===== src/hdl/rtwa_pkg.sv =====
// ----------------------------------------------------------------------------
// rtwa_pkg
// Shared constants, codes and control types of the registration table.
// ----------------------------------------------------------------------------
package rtwa_pkg;

  localparam int ENTRIES_DEF  = 64;
  localparam int KEY_BITS_DEF = 64;

  localparam int KEY_W    = 64;
  localparam int ADDR_W   = 32;
  localparam int PORT_W   = 16;
  localparam int LIFE_W   = 16;
  localparam int STATUS_W = 2;
  localparam int SLOT_W   = 6;
  localparam int EXP_W    = 7;
  localparam int CFG_IDX_W  = 2;
  localparam int CFG_DATA_W = 32;

  localparam logic [ADDR_W-1:0] SRV_ADDR_RST = 32'h7F00_0001;
  localparam logic [PORT_W-1:0] SRV_PORT_RST = 16'd5003;

  localparam logic [STATUS_W-1:0] ST_OK   = 2'd0;
  localparam logic [STATUS_W-1:0] ST_FULL = 2'd1;
  localparam logic [STATUS_W-1:0] ST_TICK = 2'd2;

  localparam logic REQ_REG  = 1'b0;
  localparam logic REQ_TICK = 1'b1;

  localparam logic [CFG_IDX_W-1:0] CFG_SRV_ADDR = 2'd0;
  localparam logic [CFG_IDX_W-1:0] CFG_SRV_PORT = 2'd1;

  localparam logic [EXP_W-1:0] EXP_MAX = 7'h7F;

  typedef struct packed {
    logic load_req;
    logic read;
    logic clear_wr;
    logic commit;
    logic load_out;
  } cmd_t;

  typedef struct packed {
    logic ptr_last;
    logic out_free;
  } sts_t;

endpackage


===== src/hdl/rtwa_ctrl.sv =====
// ----------------------------------------------------------------------------
// rtwa_ctrl
// Sequencer for clearing, table sweeps, commit and result hand-off.
// ----------------------------------------------------------------------------
module rtwa_ctrl (
  input  logic           clk,
  input  logic           rst_n,
  input  logic           in_valid,
  output logic           in_ready,
  input  rtwa_pkg::sts_t sts,
  output rtwa_pkg::cmd_t cmd
);
  import rtwa_pkg::*;

  typedef enum logic [2:0] {
    S_CLEAR,
    S_IDLE,
    S_SWEEP,
    S_DRAIN,
    S_COMMIT,
    S_DONE
  } state_t;

  state_t state_r, state_nxt;

  always_comb begin
    state_nxt = state_r;
    cmd       = '0;
    case (state_r)
      S_CLEAR: begin
        cmd.clear_wr = 1'b1;
        if (sts.ptr_last) state_nxt = S_IDLE;
      end
      S_IDLE: begin
        if (in_valid) begin
          cmd.load_req = 1'b1;
          state_nxt    = S_SWEEP;
        end
      end
      S_SWEEP: begin
        cmd.read = 1'b1;
        if (sts.ptr_last) state_nxt = S_DRAIN;
      end
      S_DRAIN: begin
        state_nxt = S_COMMIT;
      end
      S_COMMIT: begin
        cmd.commit = 1'b1;
        state_nxt  = S_DONE;
      end
      S_DONE: begin
        if (sts.out_free) begin
          cmd.load_out = 1'b1;
          state_nxt    = S_IDLE;
        end
      end
      default: begin
        state_nxt = S_IDLE;
      end
    endcase
  end

  always_ff @(posedge clk) begin
    if (!rst_n) begin
      state_r <= S_CLEAR;
    end else begin
      state_r <= state_nxt;
    end
  end

  assign in_ready = (state_r == S_IDLE);

endmodule


===== config.mk =====
export PLATFORM = sky130hd
export DESIGN_NAME = rtwa_ctrl
export DESIGN_NICKNAME = d
export VERILOG_FILES = /design/src/hdl/rtwa_pkg.sv /design/src/hdl/rtwa_ctrl.sv
export SDC_FILE = /design/constraint.sdc
export NUM_CORES = 1
export LEC_CHECK = 0
export BUFFER_PORTS_ARGS = -buffer_cell sky130_fd_sc_hd__buf_4
export CORE_AREA = 5 5 42 44
export CTS_CLUSTER_DIAMETER = 80
export DETAILED_ROUTE_END_ITERATION = 10
export DIE_AREA = 0 0 47 49
export GPL_ROUTABILITY_DRIVEN = 1
export GPL_TIMING_DRIVEN = 0
export SLEW_MARGIN = 40
export SYNTH_ARGS = -nofsm -noshare
export SYNTH_HDL_FRONTEND = slang
export SYNTH_SLANG_ARGS = --single-unit
export TNS_END_PERCENT = 30

===== constraint.sdc =====
create_clock -name clk -period 2.6 [get_ports clk]
set_clock_uncertainty 0.1 [all_clocks]
set_input_delay 0.78 -clock clk [delete_from_list [all_inputs] [get_ports clk]]
set_output_delay 0.78 -clock clk [all_outputs]
set_load 0.005 [all_outputs]

Word-level counts from Yosys, hierarchy flattened
Index checks and enable logic that the tools add are counted.

cells by class
  add/sub/neg operators = 0
  multiply operators = 0
  divide/modulo/power cells = 0
  magnitude comparators = 0
  equal/unequal tests = 9
  shift-type cells = 0
  mux-type cells = 12
  bitwise logic cells = 0
  reductions and logical operators = 2

operator list
  operator                                                               count
  3-bit one-hot mux with 6 select lines                                  1
  3-bit 2-to-1 mux                                                       4
  2-bit inequality test, second input constant                           4
  1-bit 2-to-1 mux                                                       7
  3-bit by 2-bit equality test with 1-bit output, second input constant  2
  3-bit equality test, second input constant                             2
  4-bit AND reduction                                                    1
  3-bit by 1-bit equality test with 1-bit output, second input constant  1
  3-bit zero test                                                        1

word-level totals
  flip-flop bits (word level) = 3
  bits in latches = 0
  memory bits (writable) = 0
  memory bits (read-only) = 0
  output and inout bits = 6
  memories kept = 0

Longest topological paths before layout
Gate-level depths: netlist of the first run.

  depth after elaboration = 3
  depth in mapped cells = 4

Least setup slack after synthesis of the first run
OpenSTA, ideal clock, no wires.

  kind = input port to output port
  from = in sts[0] in the netlist's numbering
  to = out cmd[0] in the netlist's numbering
  data arrival time = 919 ps
  required time = 1720 ps
  path slack = 801 ps
  stages = 2
  path buffers = 0
  cell sequence = nand2_1 > nor2_1

RTL lines
  item         line             source
  from (decl)  rtwa_ctrl.sv:10  input rtwa_pkg::sts_t sts,
  to (decl)    rtwa_ctrl.sv:11  output rtwa_pkg::cmd_t cmd

==> summary.md, run 1 <==
| Metric | Value |
|---|---|
| Row count | `14` |
| R2R depth | `3` |
| #FFs+latches synth | `3` |
| Initial Utilization | `between 10% and 20%` |
| Via count | `around 200` |
| DRT Pass-1 Iters | `1` |
| Pin count of the biggest net entering global routing | `10` |
| Fin area | `roughly 300 sq um` |
| Highest clock rate | `a little under 500 MHz` |
| Nets | `43` |
| Worst-Skew Late Latency | `around 0.23 ns` |
| Seq/Total Area, Yosys | `33.3%` |
| Routed met2 length | `149 microns` |
| Vias per Instance | `3.83` |
| Largest register FFs | `3` |
| Worst vdd ir | `between 0.15 and 0.2 mV` |
| Hold crit path type | `reg2reg` |
| Crit-path cells | `clkbuf_2 -> nor3b_2 -> and2_1 -> buf_4` |
| Routed wire length | `between 400 and 500 microns` |
| Post-synthesis cell count | `23` |
| Power Total | `approximately 160 uW` |
| Adder-cell share of the synthesized area | `0%` |
| Final ANT Viol Nets | `0` |
| Clock tree buffer depth | `2` |
| Die W | `roughly 47 microns` |
| Remaining global-route overflow | `0` |
| Fin crit share | `roughly four fifths` |
| Post_cts resized | `0` |
| Unrepaired setup endpoints after global routing | `no` |
| Synth Area in Compound Gates | `13.9%` |
| Final setup fails | `0` |
| TNS Setup | `0 ns` |
| Hold path depth | `1` |
| Synth area leader | `dfxtp_1` |
| DP HPWL | `between 300 and 400 microns` |
| Slowest CP cell | `dfxtp_1` |
| FFs w/ async S/R, synth | `0%` |
| Top_reg_cell synth | `dfxtp_1` |
| Power per cell area | `approximately 540 nW/um^2` |
| CP peak stage delay | `roughly 0.30 ns` |
| CTS buffer count | `3` |
| Max-Cap Viols | `0` |
| Most flop-heavy register | `state_r` |
| Num ports | `11` |
| WHS | `~0.51 ns` |
| WP buf/inv | `2` |
| XOR/XNOR share of the synthesized area | `0%` |
| Largest cells by area after synthesis | `dfxtp_1, nor2_1, mux2_4, o21a_1, nand2b_1` |
| Die Y | `49 microns` |
| Post-Syn Nets | `28` |
| FILL cells | `around 180` |
| Diode count | `0` |
| Arr. time, crit path | `~1.2 ns` |
| Share of post-route cells with drive strength above 1 | `43.2%` |
| Relative slew slack | `84.4%` |
| TritonCTS clock tree | `yes` |
| Port bufs | `10` |
| Pre-CTS setup slack | `0.571 ns` |
| CTS root buf | `clkbuf_4` |
| Slew of the pin with the lowest slew margin | `roughly 0.23 ns` |
| # DRC | `0` |
| Area delta synth->final | `67.4%` |
| Syn Std Cell Area | `around 180 sq um` |
| Metal1 wirelength | `between 150 and 200 microns` |
| Dominant delay contributor by cell family on the critical path | `simple AND/OR/NAND/NOR gates` |
| Min-delay src | `state_r[2]` |
| Hold EP | `state_r[1]` |
| Top Metal Used | `met4` |
| Total global-route track usage | `4.93%` |
| Static Leak | `0.000146 uW` |
| Startpoint class of the critical path | `register` |
| CTS H-tree lvls | `1` |
| Post-CTS Hold Fix Bufs | `0` |
| Post-Place Cell Area | `275 sq um` |
| Initial drt markers | `0` |
| GPL Wtd Cong | `0.705` |
| Crit end category | `primary output` |
| Slew Viols, Final | `0` |
| Avg Cell Area, Syn | `between 7 and 8 sq um` |
| Synth Area in Simple Gates | `a little over two fifths` |
| Drt wl/cell | `about 8.2 microns` |
| Hold Vio Cnt, Final | `0` |
| Critical R2R Launch | `state_r[0]` |
| Die Area | `2300 sq um` |
| Core area | `~1400 sq um` |
| Status | `complete, no violations` |
| Kind of critical path | `reg2out` |
| Worst Path Required | `1.72 ns` |
| Crit Path Max Fanout | `9` |
| R2R Setup Slk | `about 1.4 ns` |
| Vias in the first global route | `approximately 160` |
| Tmin final | `roughly 2.0 ns` |
| Most common library cells after synthesis | `nor2_1, dfxtp_1, nand2_1, nand2b_1, o21a_1` |
| Initial antenna violation count | `0` |
| Share of the synthesized area in the top cell type | `between 30% and 40%` |
| Worst setup margin | `between 0.5 and 0.6 ns` |
| WL met3 | `around 93 microns` |
| Most common cell in the netlist | `nor2_1` |
| Post-synthesis mux area share | `~8.3%` |
| Top Registers | `state_r (3)` |
| Clock-pin slew of the registers on the worst-case setup and hold paths | `approximately 0.04 ns` |
| Clock Sink Count | `3` |
| Synthesis Warnings | `0` |
| Postcts setup bufs | `0` |
| Number of distinct library cells after synthesis | `13` |
| Number of synthesized flops with an enable pin | `0` |
| RR Endpoint | `state_r[0]` |
| First-pass GRT wire length | `641 microns` |
| Largest family of logic cells by synthesized area | `simple AND/OR/NAND/NOR gates` |
-- worst register-to-register path, cell delays in order (launching register included) --
cell,delay [ns]
dfxtp_1,0.30
clkbuf_2,0.18
mux2_4,0.32
o21a_1,0.17
-- layout make-up --
cell class	count	area [sq um]	area share (%)
Buffer	1	5.00	1.66
Sequential cell	3	60.1	19.9
Tap cell	16	20.0	6.64
Timing Repair Buffer	10	75.1	24.9
Clock buffer	4	26.3	8.71
Multi-Input combinational cell	19	115	38.2
-- cell families (layout without fill, tap and decap cells) --
group / after synthesis / count (layout)
buf+inv: 1 / 15
simple gates: 14 / 14
compound gates: 4 / 4
flops: 3 / 3
mux: 1 / 1
-- per-layer routing --
metal | track usage, % | up-vias
li1 | - | 105
met1 | 4.39 | 82
met2 | 4.30 | 12
met3 | 4.80 | 4
met4 | 8.29 | 0
met5 | 0 | -
-- report_power, final --
part / total [uW] / leakage (uW) / switching (uW) / internal [uW]
Clock: 81.6 / 0.0000150 / 24.1 / 57.5
Sequential: 51.4 / 0.0000246 / 2.48 / 48.9
Combinational: 30.4 / 0.000107 / 11.4 / 19.0
-- worst max path at each step --
stage	slack (ns)	start	cells past startpoint	end
global route	0.46	state_r[0]	4	cmd[4]
CTS	0.55	state_r[0]	4	cmd[4]
floorplan	0.80	sts[0]	2	cmd[0]
global placement	0.57	in_valid	3	cmd[4]
finish	0.57	state_r[0]	4	cmd[4]
detailed placement	0.57	in_valid	3	cmd[4]
-- cells in the final DEF, fill, tap and decap left out --
cell and n:
and3b_1 1, nor3_1 1, buf_4 10, clkbuf_1 1, o21a_1 2, clkbuf_4 3, a21oi_1 1, nand2_1 3
o21ai_0 1, nand2b_1 2, dfxtp_1 3, mux2_4 1, nor2_1 5, clkbuf_2 1, and2_1 1, nor3b_2 1
-- stage by stage --
| step | utilization (%) | cells |
|---|---|---|
| after floorplan | - | 23 |
| after global placement | 19.6 | 49 |
| after detailed placement | 19.6 | 49 |
| after CTS | 21.5 | 53 |
| after global routing | 21.5 | 53 |
| final | 21.5 | 53 |
Note: power is estimated with default switching activity, not from simulation.
==> inputs of run 2 (changes only) <==
--- a/config.mk
+++ b/config.mk
@@ -5,6 +5,7 @@
 export SDC_FILE = /design/constraint.sdc
 export NUM_CORES = 1
 export LEC_CHECK = 0
+export ABC_AREA = 1
 export BUFFER_PORTS_ARGS = -buffer_cell sky130_fd_sc_hd__buf_4
 export CORE_AREA = 5 5 42 44
 export CTS_CLUSTER_DIAMETER = 80
==> constraint.sdc (replaced) <==
create_clock -name clk -period 1.8 [get_ports clk]
set_clock_uncertainty 0.1 [all_clocks]
set_input_delay 0.54 -clock clk [delete_from_list [all_inputs] [get_ports clk]]
set_output_delay 0.54 -clock clk [all_outputs]
set_load 0.005 [all_outputs]
==> summary.md, run 2 <==
| Metric | Value |
|---|---|
| Area delta synth->final | `58.7%` |
| Via count | `245` |
| Most common library cells after synthesis | `nand2_1, inv_1, nor2_1, dfxtp_1` |
| Worst vdd ir | `~0.28 mV` |
| Clock power share | `a little under two fifths` |
| Routed wire length | `about 500 microns` |
| First-pass GRT wire length | `959 microns` |
| Postcts setup bufs | `0` |
| Post-synthesis cell count | `36` |
| Die Y | `49 microns` |
| Share of post-route cells with drive strength above 1 | `between 40% and 50%` |
| Clock-pin slew of the registers on the worst-case setup and hold paths | `about 0.040 ns` |
| Diode count | `0` |
| Int Power | `210 uW` |
| Pin count of the biggest net entering global routing | `6` |
| Vias per Instance | `roughly 3.7` |
| Top Registers | `state_r (3)` |
| Switch share | `around a third` |
| Slew of the pin with the lowest slew margin | `between 0.15 and 0.2 ns` |
| Power Total | `about 310 uW` |
| Tmin final | `~1.7 ns` |
| Seq/Total Area, Yosys | `27.9%` |
| Post-Syn Nets | `41` |
| Vias in the first global route | `250` |
| Multi-input combinational cell area | `~120 sq um` |
| Unrepaired setup endpoints after global routing | `no` |
| Max-Cap Viols | `0` |
| Syn Std Cell Area | `about 220 sq um` |
| Hold crit path type | `reg2reg` |
| Slew Viols, Final | `0` |
| Post-Place Cell Area | `~310 sq um` |
| Die W | `approximately 47 microns` |
| Post-CTS Hold Fix Bufs | `0` |
| FFs w/ async S/R, synth | `0%` |
| #FFs+latches synth | `3` |
| Die Area | `~2300 sq um` |
| Flop pwr share | `29.2%` |
| Relative slew slack | `around nine tenths` |
| TNS Setup | `0 ns` |
| Num ports | `11` |
| Core area | `about 1400 sq um` |
| Remaining global-route overflow | `0` |
| Static Leak | `around 0.00020 uW` |
| Combinational share of power | `33.0%` |
| Synth area leader | `dfxtp_1` |
| # DRC | `0` |
| Worst Path Required | `about 1.2 ns` |
| Worst-Skew Late Latency | `about 0.23 ns` |
| DP HPWL | `436 microns` |
| Crit Path Max Fanout | `5` |
| Cells after DPL | `between 60 and 70` |
| Register area | `~65 sq um` |
| Psw | `between 90 and 100 uW` |
| Highest clock rate | `roughly 590 MHz` |
| FILL cells | `167` |
| Final ANT Viol Nets | `0` |
| Clock Sink Count | `3` |
| Number of distinct library cells after synthesis | `12` |
| Power per cell area | `~910 nW/um^2` |
| Row count | `14` |
| CTS H-tree lvls | `1` |
| Drt wl/cell | `7.61 microns` |
| Clock tree buffer depth | `2` |
| Synthesis Warnings | `0` |
| Arr. time, crit path | `between 1 and 1.5 ns` |
| Most common cell in the netlist | `nand2_1` |
| Initial drt markers | `1` |
| CTS buffer count | `3` |
| Top_reg_cell synth | `dfxtp_1` |
| Non-Filler Instances | `66` |
| Most frequent cells in the layout | `buf_4, nand2_1, inv_1` |
| CTS root buf | `clkbuf_4` |
| Post_cts resized | `1` |
| DRT Pass-1 Iters | `2` |
| TritonCTS clock tree | `yes` |
| Hold Vio Cnt, Final | `0` |
| Number of synthesized flops with an enable pin | `0` |
| Fin crit share | `between 90 and 100%` |
| Port bufs | `10` |
| Commonest non-fill, non-tap cell in the layout | `buf_4` |
| Status | `complete, no violations` |
| Startpoint class of the critical path | `register` |
| Kind of critical path | `reg2out` |
| Crit end category | `primary output` |
| Fin area | `roughly 340 sq um` |
| Nets | `56` |
| Initial antenna violation count | `0` |
| GPL Wtd Cong | `roughly 0.66` |
| Largest cells by area after synthesis | `dfxtp_1, nand2_1, inv_1, nand3_2, nor2_1` |
| Avg Cell Area, Syn | `around 6 sq um` |
| Initial Utilization | `about 15%` |
| Most flop-heavy register | `state_r` |
| Share of the synthesized area in the top cell type | `between 20% and 30%` |
| Final setup fails | `0` |
| Total global-route track usage | `about 6%` |
| Largest register FFs | `3` |
==> run 2: changes by cell type after synthesis, sizes merged, moves of 2 or more <==
cell | previous run | this run
o21a | 2 | 0
inv | 0 | 10
nand2 | 3 | 9
nand3 | 0 | 2
nand2b | 2 | 0
nor2 | 5 | 7
==> run 2: power by group through the flow <==
| stage | logic [uW] | registers [uW] | clock network [uW] |
|---|---|---|---|
| final | 102 | 90.3 | 117 |
| after floorplan | 61.7 | 87.6 | 0 |
| after global routing | 119 | 92.2 | 136 |
| after detailed placement | 103 | 90.3 | 0 |
| after global placement | 102 | 89.8 | 0 |
| after CTS | 104 | 90.0 | 125 |
==> run 2: cell type report <==
class / count / share of cell area [%]
flip-flops and latches: 3 / 19.0
well taps: 16 / 5.86
multi-input cells: 23 / 34.4
inverters: 10 / 11.0
clock buffers: 4 / 7.69
repair buffers: 10 / 22.0
==> run 2: final timing paths <==
| path | slack, ns | endpoint | cells after the start | start |
|---|---|---|---|---|
| setup reg to reg | 0.75 | state_r[0] | 5 | state_r[1] |
| hold reg to reg | 0.43 | state_r[2] | 2 | state_r[1] |
| setup / recovery | 0.10 | cmd[4] | 5 | state_r[0] |
| hold / removal | 0.43 | state_r[2] | 2 | state_r[1] |
==> run 2: logic make-up after synthesis <==
| kind of cell | after synthesis | synth area share [%] |
|---|---|---|
| compound gates | 2 | 5.23 |
| buf+inv | 10 | 17.4 |
| flops | 3 | 27.9 |
| simple gates | 21 | 49.4 |
==> run 2: layer usage <==
| metal | global-route usage, % | part of all wire, % | routed length, microns | vias up |
|---|---|---|---|---|
| met2 | 8.60 | 53 | 265 | 6 |
| met4 | 4.15 | 0 | 0 | 0 |
| met5 | 0 | 0 | 0 | - |
| met3 | 4.43 | 10 | 50 | 0 |
| met1 | 5.92 | 37 | 186 | 103 |
| li1 | - | - | - | 136 |
==> run 2: per-stage QoR <==
stage          hold WS (ns)  worst slack (ns)  utilization (%)
6_report              0.426             0.101             24.4
3_5_place_dp          0.429             0.201             22.1
2_1_floorplan         0.393             0.396                -
5_1_grt               0.464           0.00438             24.4
3_3_place_gp          0.426             0.205             22.1
4_1_cts               0.438            0.0567             24.1
==> run 2: worst max-delay path, cell delays in order, from the launching register on <==
cell and delay [ns]:
dfxtp_4 0.36, inv_2 0.05, nor2_4 0.11, nand2_1 0.09, nor2_1 0.10, buf_4 0.12
